`src/hdl/lmqs_pkg.sv`:
```
// lmqs_pkg: shared types and constants for the quarter-scan led matrix driver
// used by led_matrix_quarter_scan_driver_top; no dependencies

package lmqs_pkg;

   localparam logic [1:0] REQ_SET_PIXEL = 2'd0;
   localparam logic [1:0] REQ_CLEAR     = 2'd1;
   localparam logic [1:0] REQ_REFRESH   = 2'd2;

   localparam int SHIFT_LANES = 4;
   localparam int MAX_RESULTS = 32;
   localparam int ROW_SUM_W   = 7;

   typedef enum logic [2:0] {
      ST_IDLE,
      ST_WRITE,
      ST_LOAD,
      ST_DRAIN,
      ST_EMIT
   } state_type;

endpackage

```
`src/hdl/led_matrix_quarter_scan_driver_top.sv`:
```
// led_matrix_quarter_scan_driver_top: frame store and scan sequencer of a quarter-scan panel
// depends on lmqs_pkg
//
// request channel (req_*): one word per request, taken only while the block is idle.
//    set pixel: the row is read from the frame memory and written back merged in the
//       write state; coordinates off the panel are dropped
//    clear: every row is marked blank at once, the next request is taken in the following cycle
//    refresh: the rows of the current scan group are read from the frame memory one per
//       cycle into four column buffers (one read per lane, then a drain state for the last read data),
//       then one result word per column is emitted, highest column first
// result channel (rsp_*): a registered output slot; with rsp_ready held high a refresh
//    gives its first word after the load and drain states and then one word per cycle;
//    a refresh covers N columns (N at most 32). the single port of the frame memory sets
//    the load phase. the word for column 0 carries rsp_latch_now, after which the scan
//    group advances
// stalls: while rsp_ready is low the pending word holds and emission pauses; the last word
//    of a refresh may still wait in the slot while the next request is accepted
// reset: synchronous, active high; the frame reads as all dark, the scan group is 0,
//    and a request can be taken in the first cycle after reset

module led_matrix_quarter_scan_driver_top #(
   parameter int PANEL_WIDTH  = 32,
   parameter int PANEL_HEIGHT = 16,
   parameter int SCAN_GROUPS  = 4
) (
   input  logic       clock,
   input  logic       reset,
   input  logic       req_valid,
   output logic       req_ready,
   input  logic [1:0] req_type,
   input  logic [4:0] req_pix_x,
   input  logic [3:0] req_pix_y,
   input  logic       req_pix_on,
   output logic       rsp_valid,
   input  logic       rsp_ready,
   output logic [1:0] rsp_row_select,
   output logic [4:0] rsp_column,
   output logic [3:0] rsp_shift_bits,
   output logic       rsp_latch_now
);

   localparam int NCOLS = (PANEL_WIDTH > lmqs_pkg::MAX_RESULTS) ?
                          lmqs_pkg::MAX_RESULTS : PANEL_WIDTH;
   localparam int COL_W = $clog2(NCOLS);
   localparam int XW    = $clog2(PANEL_WIDTH);
   localparam int ROW_W = $clog2(PANEL_HEIGHT);
   localparam int GRP_W = $clog2(SCAN_GROUPS);
   localparam int SW    = lmqs_pkg::ROW_SUM_W;

   lmqs_pkg::state_type state_ff, state_in;

   logic [PANEL_WIDTH-1:0] mem [PANEL_HEIGHT];
   logic [PANEL_HEIGHT-1:0] row_vld_ff;

   logic [PANEL_WIDTH-1:0] rd_data_ff;
   logic                   rd_ok_ff;
   logic [ROW_W-1:0]       rd_addr;
   logic                   rd_ok;

   logic [ROW_W-1:0]       wr_row_ff;
   logic [XW-1:0]          wr_x_ff;
   logic                   wr_on_ff;
   logic [PANEL_WIDTH-1:0] row_merge;

   logic [NCOLS-1:0] lane_ff [lmqs_pkg::SHIFT_LANES];
   logic [1:0]       k_ff;
   logic [1:0]       cap_k_ff;
   logic             cap_en_ff;
   logic [SW-1:0]    row_sum;

   logic [COL_W-1:0] col_ff;
   logic [GRP_W-1:0] grp_ff;
   logic [3:0]       bits_in;

   logic       rsp_valid_ff;
   logic [1:0] rsp_row_select_ff;
   logic [4:0] rsp_column_ff;
   logic [3:0] rsp_shift_bits_ff;
   logic       rsp_latch_now_ff;

   logic req_take;
   logic in_panel;
   logic rsp_load;

   assign req_take = req_valid && req_ready;
   assign in_panel = (7'(req_pix_x) < 7'(PANEL_WIDTH)) && (7'(req_pix_y) < 7'(PANEL_HEIGHT));
   assign rsp_load = (state_ff == lmqs_pkg::ST_EMIT) && (!rsp_valid_ff || rsp_ready);
   assign row_sum  = SW'(grp_ff) + SW'(k_ff) * SW'(SCAN_GROUPS);

   // next state
   always_comb begin
      state_in = state_ff;
      case (state_ff)
         lmqs_pkg::ST_IDLE: begin
            if (req_valid) begin
               if (req_type == lmqs_pkg::REQ_SET_PIXEL && in_panel) begin
                  state_in = lmqs_pkg::ST_WRITE;
               end else if (req_type == lmqs_pkg::REQ_REFRESH) begin
                  state_in = lmqs_pkg::ST_LOAD;
               end
            end
         end
         lmqs_pkg::ST_WRITE: state_in = lmqs_pkg::ST_IDLE;
         lmqs_pkg::ST_LOAD: begin
            if (k_ff == 2'(lmqs_pkg::SHIFT_LANES - 1)) begin
               state_in = lmqs_pkg::ST_DRAIN;
            end
         end
         lmqs_pkg::ST_DRAIN: state_in = lmqs_pkg::ST_EMIT;
         lmqs_pkg::ST_EMIT: begin
            if (rsp_load && col_ff == '0) begin
               state_in = lmqs_pkg::ST_IDLE;
            end
         end
         default: state_in = lmqs_pkg::ST_IDLE;
      endcase
   end

   // memory read address and handshake outputs
   always_comb begin
      req_ready = 1'b0;
      rd_addr   = ROW_W'(req_pix_y);
      rd_ok     = 1'b0;
      case (state_ff)
         lmqs_pkg::ST_IDLE: begin
            req_ready = 1'b1;
            rd_ok     = 7'(req_pix_y) < 7'(PANEL_HEIGHT);
         end
         lmqs_pkg::ST_LOAD: begin
            rd_addr = row_sum[ROW_W-1:0];
            rd_ok   = row_sum < SW'(PANEL_HEIGHT);
         end
         default: begin
            rd_ok = 1'b0;
         end
      endcase
   end

   always_comb begin
      row_merge = rd_ok_ff ? rd_data_ff : '0;
      row_merge[wr_x_ff] = wr_on_ff;
   end

   always_ff @(posedge clock) begin
      rd_data_ff <= mem[rd_addr];
      if (state_ff == lmqs_pkg::ST_WRITE) begin
         mem[wr_row_ff] <= row_merge;
      end
   end

   always_ff @(posedge clock) begin
      if (reset) begin
         state_ff   <= lmqs_pkg::ST_IDLE;
         row_vld_ff <= '0;
         rd_ok_ff   <= 1'b0;
         cap_en_ff  <= 1'b0;
         k_ff       <= '0;
         grp_ff     <= '0;
      end else begin
         state_ff  <= state_in;
         rd_ok_ff  <= rd_ok && row_vld_ff[rd_addr];
         cap_en_ff <= (state_ff == lmqs_pkg::ST_LOAD);
         if (state_ff == lmqs_pkg::ST_WRITE) begin
            row_vld_ff[wr_row_ff] <= 1'b1;
         end
         if (req_take && req_type == lmqs_pkg::REQ_CLEAR) begin
            row_vld_ff <= '0;
         end
         if (state_ff == lmqs_pkg::ST_LOAD) begin
            k_ff <= k_ff + 2'd1;
         end else begin
            k_ff <= '0;
         end
         if (rsp_load && col_ff == '0) begin
            grp_ff <= (grp_ff == GRP_W'(SCAN_GROUPS - 1)) ? '0 : grp_ff + GRP_W'(1);
         end
      end
   end

   // request capture, column buffers and column counter
   always_ff @(posedge clock) begin
      if (req_take) begin
         wr_row_ff <= ROW_W'(req_pix_y);
         wr_x_ff   <= XW'(req_pix_x);
         wr_on_ff  <= req_pix_on;
         col_ff    <= COL_W'(NCOLS - 1);
      end else if (rsp_load) begin
         col_ff <= col_ff - COL_W'(1);
      end
      cap_k_ff <= k_ff;
      if (cap_en_ff) begin
         lane_ff[cap_k_ff] <= rd_ok_ff ? rd_data_ff[NCOLS-1:0] : '0;
      end
   end

   always_comb begin
      for (int k = 0; k < lmqs_pkg::SHIFT_LANES; k++) begin
         bits_in[k] = lane_ff[k][col_ff];
      end
   end

   // output slot
   always_ff @(posedge clock) begin
      if (reset) begin
         rsp_valid_ff <= 1'b0;
      end else if (rsp_load) begin
         rsp_valid_ff <= 1'b1;
      end else if (rsp_ready) begin
         rsp_valid_ff <= 1'b0;
      end
   end

   always_ff @(posedge clock) begin
      if (rsp_load) begin
         rsp_row_select_ff <= 2'(grp_ff);
         rsp_column_ff     <= 5'(col_ff);
         rsp_shift_bits_ff <= bits_in;
         rsp_latch_now_ff  <= (col_ff == '0);
      end
   end

   assign rsp_valid      = rsp_valid_ff;
   assign rsp_row_select = rsp_row_select_ff;
   assign rsp_column     = rsp_column_ff;
   assign rsp_shift_bits = rsp_shift_bits_ff;
   assign rsp_latch_now  = rsp_latch_now_ff;

endmodule

```
`config.mk`:
```
export PLATFORM = sky130hd
export DESIGN_NAME = led_matrix_quarter_scan_driver_top
export DESIGN_NICKNAME = d
export VERILOG_FILES = /design/src/hdl/lmqs_pkg.sv /design/src/hdl/led_matrix_quarter_scan_driver_top.sv
export SDC_FILE = /design/constraint.sdc
export NUM_CORES = 1
export LEC_CHECK = 0
export CELL_PAD_IN_SITES_DETAIL_PLACEMENT = 0
export CELL_PAD_IN_SITES_GLOBAL_PLACEMENT = 1
export CORE_MARGIN = 4
export CORE_UTILIZATION = 59
export DETAILED_ROUTE_END_ITERATION = 8
export DONT_BUFFER_PORTS = 1
export GPL_TIMING_DRIVEN = 0
export PLACE_DENSITY = 0.81
export SYNTH_ARGS = -nofsm -noshare
export SYNTH_HDL_FRONTEND = slang
export SYNTH_SLANG_ARGS = --single-unit
```
`constraint.sdc`:
```
create_clock -name clock -period 9 [get_ports clock]
set_input_delay 1.35 -clock clock [delete_from_list [all_inputs] [get_ports clock]]
set_output_delay 1.35 -clock clock [all_outputs]
set_load 0.1 [all_outputs]
```
==> flow_summary_export.csv <==
group,metric,value,unit
clocking,cts_tree,"built",
global_routing,antenna_found_initial,2,
synth,synth.cell_area,0.02798,sq mm
layout,instances_no_fill,2308,
drt,routed_wl,65.22,mm
setup_path,r2r-start,"state_ff[0]",
timing,min_period,3189,ps
global_routing,grt_pass1_vias,14650,
synth,synthArstFlopShare,0,%
placement,dp_hpwl,42.73,mm
synth,seq_area_frac_synth,75.69,%
synth,synth_cell_types,49,
power,p_leak,11.40,nW
timing,hold_viol,0,
timing,tns,0,ps
clocking,cts_resized,0,
floorplanning,core_area,0.04675,sq mm
placement,place_inst,2179,
layout,multi_input_area,0.006485,sq mm
setup_path,path_common_cell,"buf_2",
synth,synth.area.top_cells,"edfxtp_1 71%, mux2i_1 9.8%, dfxtp_1 4.7%, mux4_2 3.2%, o22ai_1 2.9%",
global_routing,grt-ovfl-total,0,
floorplanning,fp.dieH,225.8,microns
setup_path,crit_start,"state_ff[0]",
floorplanning,ios,30,
timing,fmax,313.6,MHz
floorplanning,die_w,225.8,microns
setup_path,reg2reg_to,"rd_data_ff[2]",
layout,drive_above_1_share,16.64,%
synth,ys_top_cells_by_count,"662 x edfxtp_1, 274 x mux2i_1, 128 x o22ai_1, 65 x dfxtp_1, 51 x buf_2",
setup_path,crit_path_max_fanout,10,
placement,gp_congestion,0.8155,
drt,vias,14630,
setup_path,ff2ff_setup_slack,5810,ps
synth,synth_nets,1561,
synth,synth_ff_type,"edfxtp_1",
floorplanning,die-area,0.05097,sq mm
layout,syn_to_final_growth,12.79,%
flow_run,maxCapViolations,0,
layout,ff_latch_area,0.02118,sq mm
floorplanning,row_count,79,
synth,syn_area_per_cell,18.15,sq um
layout,final_nets,1664,
setup_path,slowest_stage,"or4_1",
setup_path,critical_path.startpoint_type,"flop",
setup_path,end_kind,"flop",
min_path,hp-class,"flop to flop",
synth,synth_top_area_share,71.04,%
timing,drv_slew,0,
clocking,cts_max_path_buffers,3,
setup_path,cp_data_required_time,9460,ps
placement,numPortBuffers,0,
synth,synth_edf_count,662,
run_status,run_status,"finished, final reports clean",
clocking,cts_root_buf,"clkbuf_16",
global_routing,grt_pass1_wl,95.48,mm
setup_path,cpPeakStageDelay,540,ps
synth,ys_seq_elements,727,
clocking,cts_setup_buffers,0,
synth,yosysTopAreaCell,"edfxtp_1",
timing,fin_skew,32.57,ps
drt,dr.pass1.iters,5,
setup_path,crit_type,"flop to flop",
clocking,clkTransAtPathRegs,60,ps
setup_path,crit_end,"rd_data_ff[2]",
clocking,cts_buffers,71,
timing,relSlewSlack,30.35,%
layout,num_antenna_cells,0,
setup_path,reg2regPathDepth,9,
drt,wl_per_cell,28.26,microns
drt,drt_iter0_markers,1542,
synth,syn_inst,1542,
timing,rsz0062_at_grt,"false",
drt,drc,0,
synth,synth_most_common_cell,"edfxtp_1",
timing,tightestPinTransition,1039,ps
synth,synth_warnings,0,
layout,n_fill_cell,3030,
timing,period_share,35.43,%
drt,postRouteAntennaNets,0,
clocking,cts_hold_buffers,0,
global_routing,grt_usage,25.96,%
setup_path,crit_path_cell_trace,"buf_6 -> or3b_4 -> mux2i_1 -> buf_2 -> buf_2 -> buf_2 -> mux2i_1 -> o22ai_1 -> or4_1",
drt,viasPerCell,6.339,
floorplanning,floorplan.initialDensity,59.85,%
global_routing,grt_max_degree,33,
clocking,cts_sinks,727,
setup_path,critPathTopFamily,"buffers and inverters",
power,powerDensity,231.9,mW/mm^2
setup_path,cp.arrival,3650,ps
layout,finalCoreUtilization,67.50,%
setup_path,crit_buf_inv,4,
setup_path,timing.critical_path.depth,9,
power,ir_drop,250.8,uV
clocking,htreeDepth,3,
clocking,clkLatencyLatePin,620,ps
timing,setup_viol,0,
==> cells in the final DEF, fill, tap and decap left out, types with 10 or more instances in the layout <==
master,netlist,final
mux2_2,37,37
buf_2,51,51
dfxtp_1,65,65
clkbuf_1,25,52
buf_6,5,22
nor2_4,0,13
o22ai_1,128,128
nor2_1,37,24
clkbuf_16,0,74
mux4_2,40,40
o21a_1,16,16
and2_1,33,33
mux2i_1,274,274
clkinv_1,0,10
nand3_1,12,12
nand2_1,34,34
or4_1,32,32
edfxtp_1,662,662
==> logic make-up after synthesis <==
| kind of cell | share of synthesized area, % |
|---|---|
| AOI/OAI and AO/OA | 3.787 |
| xor gates and xnor gates | 0.06261 |
| adders and majority gates | 0.1342 |
| buffers and inverters | 1.596 |
| DFF | 75.69 |
| muxes | 14.64 |
| and+or+nand+nor | 4.087 |
==> layer usage <==
layer / vias up / share of wire (%) / global-route usage [%]
met5: - / 0 / 0
met4: 0 / 3.0 / 8.081
met3: 140 / 8.3 / 6.096
met2: 636 / 49 / 43.29
met1: 7456 / 39 / 34.45
li1: 6398 / - / -
==> area by class of cell <==
| class | instances | share of cell area (%) |
|---|---|---|
| multi-input cells | 724 | 20.55 |
| repair buffers | 30 | 1.487 |
| flip-flops and latches | 727 | 67.11 |
| plain buffers | 83 | 1.320 |
| clock buffers | 103 | 6.276 |
| well taps | 607 | 2.406 |
| clock inverters | 26 | 0.7572 |
| inverters | 8 | 0.09515 |
==> where the power goes <==
part | switching (mW) | internal [mW] | leakage (nW)
clock | 1.19 | 1.65 | 1.08
combinational | 0.426 | 0.215 | 3.68
sequential | 0.0303 | 3.81 | 6.65
==> worst reg2reg max path: cells and delay by family, from the launching register on <==
kind / cells / cell delay (ps)
simple gates: 2 / 960
compound gates: 1 / 140
buf+inv: 4 / 1220
mux: 2 / 440
flops: 1 / 300
==> stage by stage <==
stage          area, sq um  power (mW)  hold WS, ps  worst slack [ps]
6_report             31560       7.318        391.7              5811
5_1_grt              31560       7.547        399.4              5741
4_1_cts              31560       7.346        392.8              5816
3_5_place_dp         29340       4.543        382.6              5352
3_3_place_gp         28740       4.519        382.9              1983
2_1_floorplan        27980       4.314        362.3              4859
==> registers in the layout, summed over array words and instances, names as in the netlist <==
name / count
cap_k_ff: 2
col_ff: 5
mem: 512
rsp_latch_now: 1
grp_ff: 2
lane_ff: 128
rsp_valid: 1
rsp_column: 5
wr_x_ff: 5
rd_data_ff: 32
k_ff: 2
wr_row_ff: 4
state_ff: 3
rd_ok_ff: 1
cap_en_ff: 1
rsp_shift_bits: 4
wr_on_ff: 1
rsp_row_select: 2
row_vld_ff: 16
==> how the worst min path moves through the flow <==
stage	depth (start not counted)	slack (ps)	from	to
floorplan	0	360	k_ff[0]	cap_k_ff[0]
global placement	0	380	k_ff[0]	cap_k_ff[0]
CTS	0	390	k_ff[0]	cap_k_ff[0]
finish	0	390	k_ff[0]	cap_k_ff[0]
detailed placement	0	380	k_ff[0]	cap_k_ff[0]
global route	0	400	k_ff[0]	cap_k_ff[0]
Power figures use the tool's default switching activity.
